$ cat src/design/mme_pkg.sv
package mme_pkg;

  localparam int DIM_W     = 4;
  localparam int IDX_W     = 3;
  localparam int VAL_W     = 16;
  localparam int MODE_W    = 2;
  localparam int CFG_IDX_W = 2;
  localparam int IN_W      = 24;
  localparam int OUT_W     = 24;

  localparam logic [MODE_W-1:0] MODE_LOAD_A  = 2'd0;
  localparam logic [MODE_W-1:0] MODE_LOAD_B  = 2'd1;
  localparam logic [MODE_W-1:0] MODE_COMPUTE = 2'd2;
  localparam logic [MODE_W-1:0] MODE_UNUSED  = 2'd3;

  localparam logic [CFG_IDX_W-1:0] CFG_A_ROWS = 2'd0;
  localparam logic [CFG_IDX_W-1:0] CFG_A_COLS = 2'd1;
  localparam logic [CFG_IDX_W-1:0] CFG_B_ROWS = 2'd2;
  localparam logic [CFG_IDX_W-1:0] CFG_B_COLS = 2'd3;

  typedef struct packed {
    logic             wr_a;
    logic             wr_b;
    logic             mac_vld;
    logic             mac_first;
    logic [IDX_W-1:0] i_idx;
    logic [IDX_W-1:0] j_idx;
    logic [IDX_W-1:0] k_idx;
    logic             emit;
    logic             emit_err;
    logic             emit_last;
  } cmd_t;

  typedef struct packed {
    logic out_free;
  } status_t;

endpackage

$ cat src/design/mme_ctrl.sv
module mme_ctrl #(
  parameter int MAX_DIM = 8
) (
  input  logic                           clk,
  input  logic                           rst_n,
  input  logic                           in_tvalid,
  output logic                           in_tready,
  input  logic [mme_pkg::MODE_W-1:0]     in_mode,
  input  logic [mme_pkg::IDX_W-1:0]      in_row,
  input  logic [mme_pkg::IDX_W-1:0]      in_col,
  input  logic                           cfg_we,
  input  logic [mme_pkg::CFG_IDX_W-1:0]  cfg_index,
  input  logic [mme_pkg::DIM_W-1:0]      cfg_data,
  input  mme_pkg::status_t               status,
  output mme_pkg::cmd_t                  cmd
);
  import mme_pkg::*;

  localparam logic [2:0] ST_IDLE  = 3'd0;
  localparam logic [2:0] ST_MAC   = 3'd1;
  localparam logic [2:0] ST_FLUSH = 3'd2;
  localparam logic [2:0] ST_EMIT  = 3'd3;
  localparam logic [2:0] ST_ERR   = 3'd4;

  localparam logic [DIM_W-1:0] DIM_MAX = DIM_W'(MAX_DIM);

  logic [2:0]       state_r, state_nxt;
  logic [IDX_W-1:0] i_r, i_nxt, j_r, j_nxt, k_r, k_nxt;
  logic             fl_r, fl_nxt;
  logic [DIM_W-1:0] a_rows_r, a_cols_r, b_rows_r, b_cols_r;
  logic [DIM_W-1:0] cfg_clamped;
  logic             in_acc, last_i, last_j, last_k;

  always_comb begin
    if (cfg_data == '0) begin
      cfg_clamped = DIM_W'(1);
    end else if (cfg_data > DIM_MAX) begin
      cfg_clamped = DIM_MAX;
    end else begin
      cfg_clamped = cfg_data;
    end
  end

  always_ff @(posedge clk) begin
    if (!rst_n) begin
      a_rows_r <= DIM_W'(1);
      a_cols_r <= DIM_W'(1);
      b_rows_r <= DIM_W'(1);
      b_cols_r <= DIM_W'(1);
    end else if (cfg_we) begin
      unique case (cfg_index)
        CFG_A_ROWS: a_rows_r <= cfg_clamped;
        CFG_A_COLS: a_cols_r <= cfg_clamped;
        CFG_B_ROWS: b_rows_r <= cfg_clamped;
        CFG_B_COLS: b_cols_r <= cfg_clamped;
        default: ;
      endcase
    end
  end

  assign in_tready = (state_r == ST_IDLE);
  assign in_acc    = in_tvalid && in_tready;
  assign last_i    = ({1'b0, i_r} + DIM_W'(1)) == a_rows_r;
  assign last_j    = ({1'b0, j_r} + DIM_W'(1)) == b_cols_r;
  assign last_k    = ({1'b0, k_r} + DIM_W'(1)) == a_cols_r;

  always_comb begin
    state_nxt = state_r;
    i_nxt     = i_r;
    j_nxt     = j_r;
    k_nxt     = k_r;
    fl_nxt    = fl_r;
    cmd       = '0;
    cmd.i_idx = i_r;
    cmd.j_idx = j_r;
    cmd.k_idx = k_r;
    unique case (state_r)
      ST_IDLE: begin
        if (in_acc) begin
          unique case (in_mode)
            MODE_LOAD_A: begin
              cmd.wr_a = ({1'b0, in_row} < a_rows_r) && ({1'b0, in_col} < a_cols_r);
            end
            MODE_LOAD_B: begin
              cmd.wr_b = ({1'b0, in_row} < b_rows_r) && ({1'b0, in_col} < b_cols_r);
            end
            MODE_COMPUTE: begin
              i_nxt = '0;
              j_nxt = '0;
              k_nxt = '0;
              state_nxt = (a_cols_r != b_rows_r) ? ST_ERR : ST_MAC;
            end
            MODE_UNUSED: ;
            default: ;
          endcase
        end
      end
      ST_MAC: begin
        cmd.mac_vld   = 1'b1;
        cmd.mac_first = (k_r == '0);
        if (last_k) begin
          k_nxt     = '0;
          fl_nxt    = 1'b0;
          state_nxt = ST_FLUSH;
        end else begin
          k_nxt = k_r + IDX_W'(1);
        end
      end
      ST_FLUSH: begin
        fl_nxt = 1'b1;
        if (fl_r) begin
          state_nxt = ST_EMIT;
        end
      end
      ST_EMIT: begin
        if (status.out_free) begin
          cmd.emit      = 1'b1;
          cmd.emit_last = last_i && last_j;
          if (last_j) begin
            j_nxt = '0;
            i_nxt = i_r + IDX_W'(1);
          end else begin
            j_nxt = j_r + IDX_W'(1);
          end
          state_nxt = (last_i && last_j) ? ST_IDLE : ST_MAC;
        end
      end
      ST_ERR: begin
        if (status.out_free) begin
          cmd.emit_err  = 1'b1;
          cmd.emit_last = 1'b1;
          state_nxt     = ST_IDLE;
        end
      end
      default: state_nxt = ST_IDLE;
    endcase
  end

  always_ff @(posedge clk) begin
    if (!rst_n) begin
      state_r <= ST_IDLE;
      i_r     <= '0;
      j_r     <= '0;
      k_r     <= '0;
      fl_r    <= 1'b0;
    end else begin
      state_r <= state_nxt;
      i_r     <= i_nxt;
      j_r     <= j_nxt;
      k_r     <= k_nxt;
      fl_r    <= fl_nxt;
    end
  end

endmodule

$ cat src/design/mme_datapath.sv
module mme_datapath #(
  parameter int MAX_DIM   = 8,
  parameter int FRAC_BITS = 8
) (
  input  logic                           clk,
  input  logic                           rst_n,
  input  mme_pkg::cmd_t                  cmd,
  output mme_pkg::status_t               status,
  input  logic [mme_pkg::IDX_W-1:0]      in_row,
  input  logic [mme_pkg::IDX_W-1:0]      in_col,
  input  logic [mme_pkg::VAL_W-1:0]      in_value,
  output logic                           out_valid,
  input  logic                           out_ready,
  output logic [mme_pkg::IDX_W-1:0]      out_row,
  output logic [mme_pkg::IDX_W-1:0]      out_col,
  output logic [mme_pkg::VAL_W-1:0]      out_value,
  output logic                           out_sat,
  output logic                           out_dim_error,
  output logic                           out_last
);
  import mme_pkg::*;

  localparam int DEPTH = MAX_DIM * MAX_DIM;
  localparam int AW    = $clog2(DEPTH);
  localparam int PW    = 2 * VAL_W;
  localparam int ACC_W = PW + $clog2(MAX_DIM) + 1;
  localparam logic signed [ACC_W-1:0] POS_LIM = ACC_W'(32767);
  localparam logic signed [ACC_W-1:0] NEG_LIM = ACC_W'(-32768);

  logic [VAL_W-1:0] store_a [DEPTH];
  logic [VAL_W-1:0] store_b [DEPTH];

  logic [AW-1:0]           wr_addr, a_addr, b_addr;
  logic [VAL_W-1:0]        a_rd_r, b_rd_r;
  logic                    rd_vld_r, rd_first_r, pr_vld_r, pr_first_r;
  logic signed [PW-1:0]    prod_r;
  logic signed [ACC_W-1:0] acc_r, shifted;
  logic                    sat_hi, sat_lo;
  logic [VAL_W-1:0]        clipped;
  logic                    out_valid_r;
  logic [IDX_W-1:0]        out_row_r, out_col_r;
  logic [VAL_W-1:0]        out_value_r;
  logic                    out_sat_r, out_err_r, out_last_r;

  assign wr_addr = AW'(int'(in_row) * MAX_DIM + int'(in_col));
  assign a_addr  = AW'(int'(cmd.i_idx) * MAX_DIM + int'(cmd.k_idx));
  assign b_addr  = AW'(int'(cmd.k_idx) * MAX_DIM + int'(cmd.j_idx));

  always_ff @(posedge clk) begin
    if (cmd.wr_a) begin
      store_a[wr_addr] <= in_value;
    end
    if (cmd.mac_vld) begin
      a_rd_r <= store_a[a_addr];
    end
  end

  always_ff @(posedge clk) begin
    if (cmd.wr_b) begin
      store_b[wr_addr] <= in_value;
    end
    if (cmd.mac_vld) begin
      b_rd_r <= store_b[b_addr];
    end
  end

  always_ff @(posedge clk) begin
    if (!rst_n) begin
      rd_vld_r <= 1'b0;
      pr_vld_r <= 1'b0;
    end else begin
      rd_vld_r <= cmd.mac_vld;
      pr_vld_r <= rd_vld_r;
    end
  end

  always_ff @(posedge clk) begin
    rd_first_r <= cmd.mac_first;
    pr_first_r <= rd_first_r;
    if (rd_vld_r) begin
      prod_r <= $signed(a_rd_r) * $signed(b_rd_r);
    end
    if (pr_vld_r) begin
      acc_r <= pr_first_r ? ACC_W'(prod_r) : acc_r + ACC_W'(prod_r);
    end
  end

  assign shifted = acc_r >>> FRAC_BITS;
  assign sat_hi  = shifted > POS_LIM;
  assign sat_lo  = shifted < NEG_LIM;

  always_comb begin
    if (sat_hi) begin
      clipped = VAL_W'(POS_LIM);
    end else if (sat_lo) begin
      clipped = VAL_W'(NEG_LIM);
    end else begin
      clipped = shifted[VAL_W-1:0];
    end
  end

  assign status.out_free = !out_valid_r || out_ready;

  always_ff @(posedge clk) begin
    if (!rst_n) begin
      out_valid_r <= 1'b0;
    end else if (cmd.emit || cmd.emit_err) begin
      out_valid_r <= 1'b1;
    end else if (out_ready) begin
      out_valid_r <= 1'b0;
    end
  end

  always_ff @(posedge clk) begin
    if (cmd.emit) begin
      out_row_r   <= cmd.i_idx;
      out_col_r   <= cmd.j_idx;
      out_value_r <= clipped;
      out_sat_r   <= sat_hi || sat_lo;
      out_err_r   <= 1'b0;
      out_last_r  <= cmd.emit_last;
    end else if (cmd.emit_err) begin
      out_row_r   <= '0;
      out_col_r   <= '0;
      out_value_r <= '0;
      out_sat_r   <= 1'b0;
      out_err_r   <= 1'b1;
      out_last_r  <= 1'b1;
    end
  end

  assign out_valid     = out_valid_r;
  assign out_row       = out_row_r;
  assign out_col       = out_col_r;
  assign out_value     = out_value_r;
  assign out_sat       = out_sat_r;
  assign out_dim_error = out_err_r;
  assign out_last      = out_last_r;

endmodule

$ cat src/design/matrix_multiply_engine_unit.sv
// Channel   Direction  Contents
// in_*      input      tuser: mode; tdata: row, col, value
// out_*     output     tuser: dim_error; tdata: out_row, out_col, out_value, saturated;
//                      tlast: last
// cfg_*     input      write enable, register index, 4-bit register value
//
// A load item or an unused mode leaves the block idle. A compute item works through each
// product element in the MAC state, one multiply-accumulate per cycle, set by the single
// read port of each element store, then waits in the flush state for the read and
// multiply stages. A dimension error sends one error item. A finished element
// waits in the output register while out_tready is low; the next element is computed
// meanwhile and is held until the register frees.
// Reset is synchronous and clears control state only; the element stores are not cleared.
module matrix_multiply_engine_unit #(
  parameter int MAX_DIM   = 8,
  parameter int FRAC_BITS = 8
) (
  input  logic                              clk,
  input  logic                              rst_n,
  input  logic                              in_tvalid,
  output logic                              in_tready,
  // Bits from lowest: row[2:0], col[5:3], value[21:6], zero fill.
  input  logic [mme_pkg::IN_W-1:0]          in_tdata,
  // Bits from lowest: mode[1:0].
  input  logic [mme_pkg::MODE_W-1:0]        in_tuser,
  input  logic                              cfg_we,
  input  logic [mme_pkg::CFG_IDX_W-1:0]     cfg_index,
  input  logic [mme_pkg::DIM_W-1:0]         cfg_data,
  output logic                              out_tvalid,
  input  logic                              out_tready,
  // Bits from lowest: out_row[2:0], out_col[5:3], out_value[21:6], saturated[22], zero fill.
  output logic [mme_pkg::OUT_W-1:0]         out_tdata,
  // Bits from lowest: dim_error[0].
  output logic [0:0]                        out_tuser,
  output logic                              out_tlast
);
  import mme_pkg::*;

  cmd_t             cmd;
  status_t          status;
  logic [IDX_W-1:0] in_row, in_col, o_row, o_col;
  logic [VAL_W-1:0] in_value, o_value;
  logic             o_sat, o_err;

  assign in_row   = in_tdata[2:0];
  assign in_col   = in_tdata[5:3];
  assign in_value = in_tdata[21:6];

  mme_ctrl #(
    .MAX_DIM (MAX_DIM)
  ) u_ctrl (
    .clk       (clk),
    .rst_n     (rst_n),
    .in_tvalid (in_tvalid),
    .in_tready (in_tready),
    .in_mode   (in_tuser),
    .in_row    (in_row),
    .in_col    (in_col),
    .cfg_we    (cfg_we),
    .cfg_index (cfg_index),
    .cfg_data  (cfg_data),
    .status    (status),
    .cmd       (cmd)
  );

  mme_datapath #(
    .MAX_DIM   (MAX_DIM),
    .FRAC_BITS (FRAC_BITS)
  ) u_datapath (
    .clk           (clk),
    .rst_n         (rst_n),
    .cmd           (cmd),
    .status        (status),
    .in_row        (in_row),
    .in_col        (in_col),
    .in_value      (in_value),
    .out_valid     (out_tvalid),
    .out_ready     (out_tready),
    .out_row       (o_row),
    .out_col       (o_col),
    .out_value     (o_value),
    .out_sat       (o_sat),
    .out_dim_error (o_err),
    .out_last      (out_tlast)
  );

  assign out_tdata = {1'b0, o_sat, o_value, o_col, o_row};
  assign out_tuser = o_err;

endmodule

$ cat config.mk
export PLATFORM = sky130hd
export DESIGN_NAME = matrix_multiply_engine_unit
export DESIGN_NICKNAME = d
export VERILOG_FILES = /design/src/design/mme_pkg.sv /design/src/design/mme_ctrl.sv /design/src/design/mme_datapath.sv /design/src/design/matrix_multiply_engine_unit.sv
export SDC_FILE = /design/constraint.sdc
export NUM_CORES = 2
export LEC_CHECK = 0
export ABC_AREA = 1
export BUFFER_PORTS_ARGS = -buffer_cell sky130_fd_sc_hd__buf_2
export CAP_MARGIN = 10
export CELL_PAD_IN_SITES_DETAIL_PLACEMENT = 0
export CELL_PAD_IN_SITES_GLOBAL_PLACEMENT = 1
export CORE_MARGIN = 2
export CORE_UTILIZATION = 49
export CTS_BUF_LIST = sky130_fd_sc_hd__clkbuf_8
export CTS_CLUSTER_SIZE = 40
export DETAILED_ROUTE_END_ITERATION = 10
export PLACE_DENSITY_LB_ADDON = 0.3
export SKIP_LAST_GASP = 1
export SLEW_MARGIN = 20
export SYNTH_ARGS = -nofsm -noshare
export SYNTH_HDL_FRONTEND = slang
export SYNTH_SLANG_ARGS = --single-unit
$ cat constraint.sdc
create_clock -name clk -period 6.09 [get_ports clk]
set_clock_uncertainty 0.1 [all_clocks]
set_input_delay 0.609 -clock clk [delete_from_list [all_inputs] [get_ports clk]]
set_output_delay 0.609 -clock clk [all_outputs]
set_load 0.02 [all_outputs]
==> metrics.txt <==
# TYPE chip_impl_metric gauge
chip_impl_info{name="post-synth-top-area-cell",value="sky130_fd_sc_hd__edfxtp_1"} 1
chip_impl_metric{name="gp_congestion",unit=""} 0.898
chip_impl_metric{name="multi_input_gate_area",unit="um^2"} 30900
chip_impl_metric{name="antenna_found_initial",unit=""} 14
chip_impl_metric{name="cp.required",unit="ns"} 6.75
chip_impl_info{name="timing.hold.worst_endpoint",value="u_datapath.store_b[6][6]"} 1
chip_impl_metric{name="register_area",unit="um^2"} 65900
chip_impl_metric{name="timing.critical_path.depth",unit=""} 22
chip_impl_metric{name="max_slew.worst_pin.slew",unit="ns"} 1.22
chip_impl_metric{name="detailed_placement_wirelength_estimate",unit="mm"} 169
chip_impl_metric{name="critPathMaxStageDelay",unit="ns"} 0.52
chip_impl_metric{name="area.growth.synth_to_final",unit="%"} 10.6
chip_impl_metric{name="detailedRoute.firstPassIterationCount",unit=""} 10
chip_impl_metric{name="clkSlewWorstSetupHoldPaths",unit="ns"} 0.06
chip_impl_metric{name="synth_async_sr_flop_share",unit=""} 0
chip_impl_metric{name="cells_on_worst_hold_path",unit=""} 1
chip_impl_metric{name="synth_top_area_frac",unit=""} 0.644
chip_impl_metric{name="setup-violations-final",unit=""} 0
chip_impl_metric{name="largest_net_degree_at_the_start_of_global_routing",unit=""} 188
chip_impl_metric{name="synthesis.area",unit="um^2"} 101000
chip_impl_metric{name="fp.dieArea",unit="um^2"} 210000
chip_impl_metric{name="vias_after_detailed_routing",unit=""} 68002
chip_impl_info{name="cts.root.buffer_cell",value="sky130_fd_sc_hd__clkbuf_8"} 1
chip_impl_metric{name="worstPathBufferInverterCount",unit=""} 8
chip_impl_metric{name="synth_fp_nets",unit=""} 9328
chip_impl_info{name="synthMostInstantiatedCell",value="sky130_fd_sc_hd__edfxtp_1"} 1
chip_impl_metric{name="synth.avg_cell_area",unit="um^2"} 11.4
chip_impl_metric{name="cap_violations",unit=""} 0
chip_impl_metric{name="initial_standard_cell_utilization_of_the_core",unit=""} 0.494
chip_impl_metric{name="reg2regPathDepth",unit=""} 22
chip_impl_metric{name="floorplan.rows",unit=""} 166
chip_impl_metric{name="whs",unit="ns"} 0.0657
chip_impl_metric{name="numClockSinks",unit=""} 2207
chip_impl_info{name="rsz0062_at_grt",value="yes"} 1
chip_impl_info{name="worstPathCellList",value="buf_4 -> buf_4 -> nand2_1 -> fa_1 -> inv_1 -> fa_1 -> buf_4 -> fa_1 -> inv_1 -> fa_1 -> fa_1 -> fa_1 -> inv_1 -> ha_1 -> inv_1 -> nor3_2 -> nand2_1 -> or2_2 -> nand3_1 -> inv_1 -> nand2_1 -> nand2_1"} 1
chip_impl_metric{name="post-route-min-period",unit="ns"} 5.83
chip_impl_info{name="outcome",value="finished clean"} 1
chip_impl_info{name="endpoint_kind",value="flip-flop"} 1
chip_impl_metric{name="synth_seq_area_share",unit=""} 0.651
chip_impl_metric{name="gr-usage-all-layers",unit=""} 0.264
chip_impl_metric{name="synthesis.instances",unit=""} 8899
chip_impl_metric{name="critical_path_peak_fanout",unit=""} 8
chip_impl_metric{name="postSynthRegisterBits",unit=""} 2207
chip_impl_metric{name="drt_first_iter_violations",unit=""} 6671
chip_impl_metric{name="cp_data_arrival_time",unit="ns"} 6.49
chip_impl_metric{name="final_core_utilization",unit=""} 0.546
chip_impl_metric{name="synthDistinctLibCells",unit=""} 47
chip_impl_metric{name="routedWlPerCell",unit="um"} 23.3
chip_impl_info{name="synth_top_flop_cell",value="sky130_fd_sc_hd__edfxtp_1"} 1
chip_impl_metric{name="timing_hold_violations_final",unit=""} 0
chip_impl_metric{name="fraction_of_layout_instances_using_a_drive_strength_above_1",unit=""} 0.0909
chip_impl_metric{name="design.core.area",unit="um^2"} 205000
chip_impl_metric{name="detail_route.drc_violations",unit=""} 0
chip_impl_info{name="reg2reg_to",value="u_datapath.prod_r[31]"} 1
chip_impl_metric{name="grt_first_pass_wirelength",unit="mm"} 416
chip_impl_info{name="tritoncts",value="done"} 1
chip_impl_metric{name="htree_levels",unit=""} 5
chip_impl_metric{name="fin_crit_sh",unit=""} 0.958
chip_impl_metric{name="muxShareOfSynthArea",unit=""} 0.00948
chip_impl_metric{name="xor_and_xnor_fraction_of_the_mapped_netlist_area",unit=""} 0.00467
chip_impl_metric{name="via_count_of_the_first_global_routing_pass",unit=""} 66342
chip_impl_metric{name="globalRoute.totalOverflow",unit=""} 0
chip_impl_metric{name="cts_max_path_buffers",unit=""} 4
chip_impl_info{name="leading_cell_types_by_count_after_synthesis",value="2172 x sky130_fd_sc_hd__edfxtp_1, 2036 x sky130_fd_sc_hd__nand2_1, 1033 x sky130_fd_sc_hd__nor2_1"} 1
chip_impl_info{name="critical_path.startpoint_type",value="flip-flop"} 1
chip_impl_info{name="post_synth_main_area_contributors",value="sky130_fd_sc_hd__edfxtp_1 64%, sky130_fd_sc_hd__nand2_1 7.5%, sky130_fd_sc_hd__fa_1 5.2%"} 1
chip_impl_metric{name="routed_wire_length",unit="mm"} 282
chip_impl_metric{name="maxSlewHeadroom",unit=""} 0.184
chip_impl_metric{name="synth.yosys.warnings",unit=""} 0
chip_impl_metric{name="worst_setup_slack_for_register_to_register_paths",unit="ns"} 0.26
chip_impl_metric{name="fin_nets",unit=""} 9570
chip_impl_metric{name="number_of_flops_mapped_to_enable_cells_by_yosys",unit=""} 2172
chip_impl_info{name="worst_hold_startpoint",value="in_tdata[12]"} 1
chip_impl_info{name="synth_top_family_by_area",value="simple AND/OR/NAND/NOR gates"} 1
chip_impl_metric{name="synth-simple-area-share",unit=""} 0.129
chip_impl_info{name="cpLargestDelayFamily",value="adder cells"} 1
chip_impl_info{name="crit-reg2reg-launch",value="u_datapath.a_rd_r[15]"} 1
chip_impl_metric{name="antenna_viol_nets_final",unit=""} 0
chip_impl_metric{name="fillcell_total",unit=""} 17336
chip_impl_metric{name="cts_inserted_buffers",unit=""} 379
chip_impl_info{name="hold_class",value="primary input to flip-flop"} 1
chip_impl_info{name="crit_top_cell",value="sky130_fd_sc_hd__fa_1"} 1
chip_impl_info{name="critical_path_class",value="flip-flop to flip-flop"} 1
chip_impl_info{name="cell_type_of_the_slowest_stage_on_the_worst_timing_path",value="sky130_fd_sc_hd__fa_1"} 1
chip_impl_metric{name="floorplan.die.height",unit="um"} 459
chip_impl_metric{name="io_buffers",unit=""} 61
chip_impl_metric{name="timing.fmax",unit="GHz"} 0.171
chip_impl_metric{name="vias_per_inst",unit=""} 5.61
chip_impl_metric{name="num_io_pins",unit=""} 65
chip_impl_metric{name="report.final.slew_viol_count",unit=""} 0
chip_impl_metric{name="synth-compound-area-share",unit=""} 0.0918
chip_impl_metric{name="synth_fa_ha_area_frac",unit=""} 0.0679
chip_impl_metric{name="clock_insertion_delay_worst_skew",unit="ns"} 1.09
chip_impl_metric{name="die-width",unit="um"} 459
==> through the flow <==
stage	area (um^2)	cells	setup TNS, ns	setup slack, ns
after floorplan	101000	8899	0	0.242
after global placement	105000	11409	0	0.0899
after detailed placement	105000	11409	0	0.0789
after CTS	112000	12100	0	0.0840
after global routing	112000	12118	-0.0582	-0.0582
final	112000	12123	0	0.258
==> cell type report <==
class,instances,area share
Sequential cell,2207,0.589
Multi-Input combinational cell,5583,0.276
Clock buffer,384,0.0472
Tap cell,2688,0.0300
Timing Repair Buffer,349,0.0253
Inverter,621,0.0211
Clock inverter,276,0.0115
Antenna cell,15,0.000335
==> cells by family (layout without fill, tap and decap cells) <==
| family | count (synthesis) | after routing |
|---|---|---|
| other | 1 | 16 |
| buffers and inverters | 1109 | 1630 |
| XOR/XNOR | 54 | 54 |
| adder cells (fa/ha/maj) | 392 | 392 |
| AND/OR/NAND/NOR | 3354 | 3354 |
| AO/OA/AOI/OAI | 1686 | 1686 |
| multiplexers | 96 | 96 |
| flip-flops | 2207 | 2207 |
==> cell usage in the layout, fill, tap and decap left out, drive strengths merged, types with 2 or more instances in the layout <==
cell / count
a21oi: 400
nand3b: 8
inv: 743
fa: 263
nor4: 2
nand4: 29
ha: 129
o2111ai: 2
buf: 318
o21ai: 835
xnor2: 26
nor2: 1035
o22ai: 256
nand2: 2039
o211ai: 4
xor2: 28
edfxtp: 2172
a21boi: 165
a31oi: 3
clkinv: 141
nor3: 40
o31ai: 2
or2: 16
a21o: 5
bufinv: 5
nand3: 184
mux2i: 96
dlygate4sd3: 31
clkinvlp: 8
diode: 15
dfxtp: 35
o21bai: 11
clkbuf: 384
==> layer usage <==
metal | global-route usage | up-vias | wire length (um)
met2 | 0.440 | 2586 | 137000
met4 | 0.104 | 2 | 10400
met1 | 0.349 | 33732 | 114000
met5 | 0 | - | 13
li1 | - | 31144 | -
met3 | 0.0394 | 538 | 19900
==> repair_timing <==
item | in CTS | in global routing
endpoints found under the setup margin | 0 | 9
gates resized for setup | 0 | 9
hold buffers | 31 | 0
hold endpoints to repair | 510 | 0
buffers inserted | 0 | 8
==> flip-flops by register name, indices dropped and copies added, names as in the netlist, 4 cells and up <==
name	flops
u_ctrl.a_cols_r	4
u_ctrl.a_rows_r	4
u_ctrl.b_cols_r	4
u_ctrl.b_rows_r	4
u_datapath.a_rd_r	16
u_datapath.acc_r	36
u_datapath.b_rd_r	16
u_datapath.out_value	16
u_datapath.prod_r	32
u_datapath.store_a	1024
u_datapath.store_b	1024
==> worst max-delay path by stage <==
stage,from,to,slack (ns)
6_report,u_datapath.a_rd_r[15],u_datapath.prod_r[31],0.26
5_1_grt,u_datapath.a_rd_r[5],u_datapath.prod_r[29],-0.06
4_1_cts,u_datapath.a_rd_r[15],u_datapath.prod_r[21],0.08
3_5_place_dp,u_datapath.a_rd_r[15],u_datapath.prod_r[21],0.08
3_3_place_gp,u_datapath.a_rd_r[15],u_datapath.prod_r[21],0.09
2_1_floorplan,u_datapath.a_rd_r[15],u_datapath.prod_r[31],0.24
Power is not shown: default switching activity piles up to over one toggle a cycle in this logic, so the estimate is an artifact.
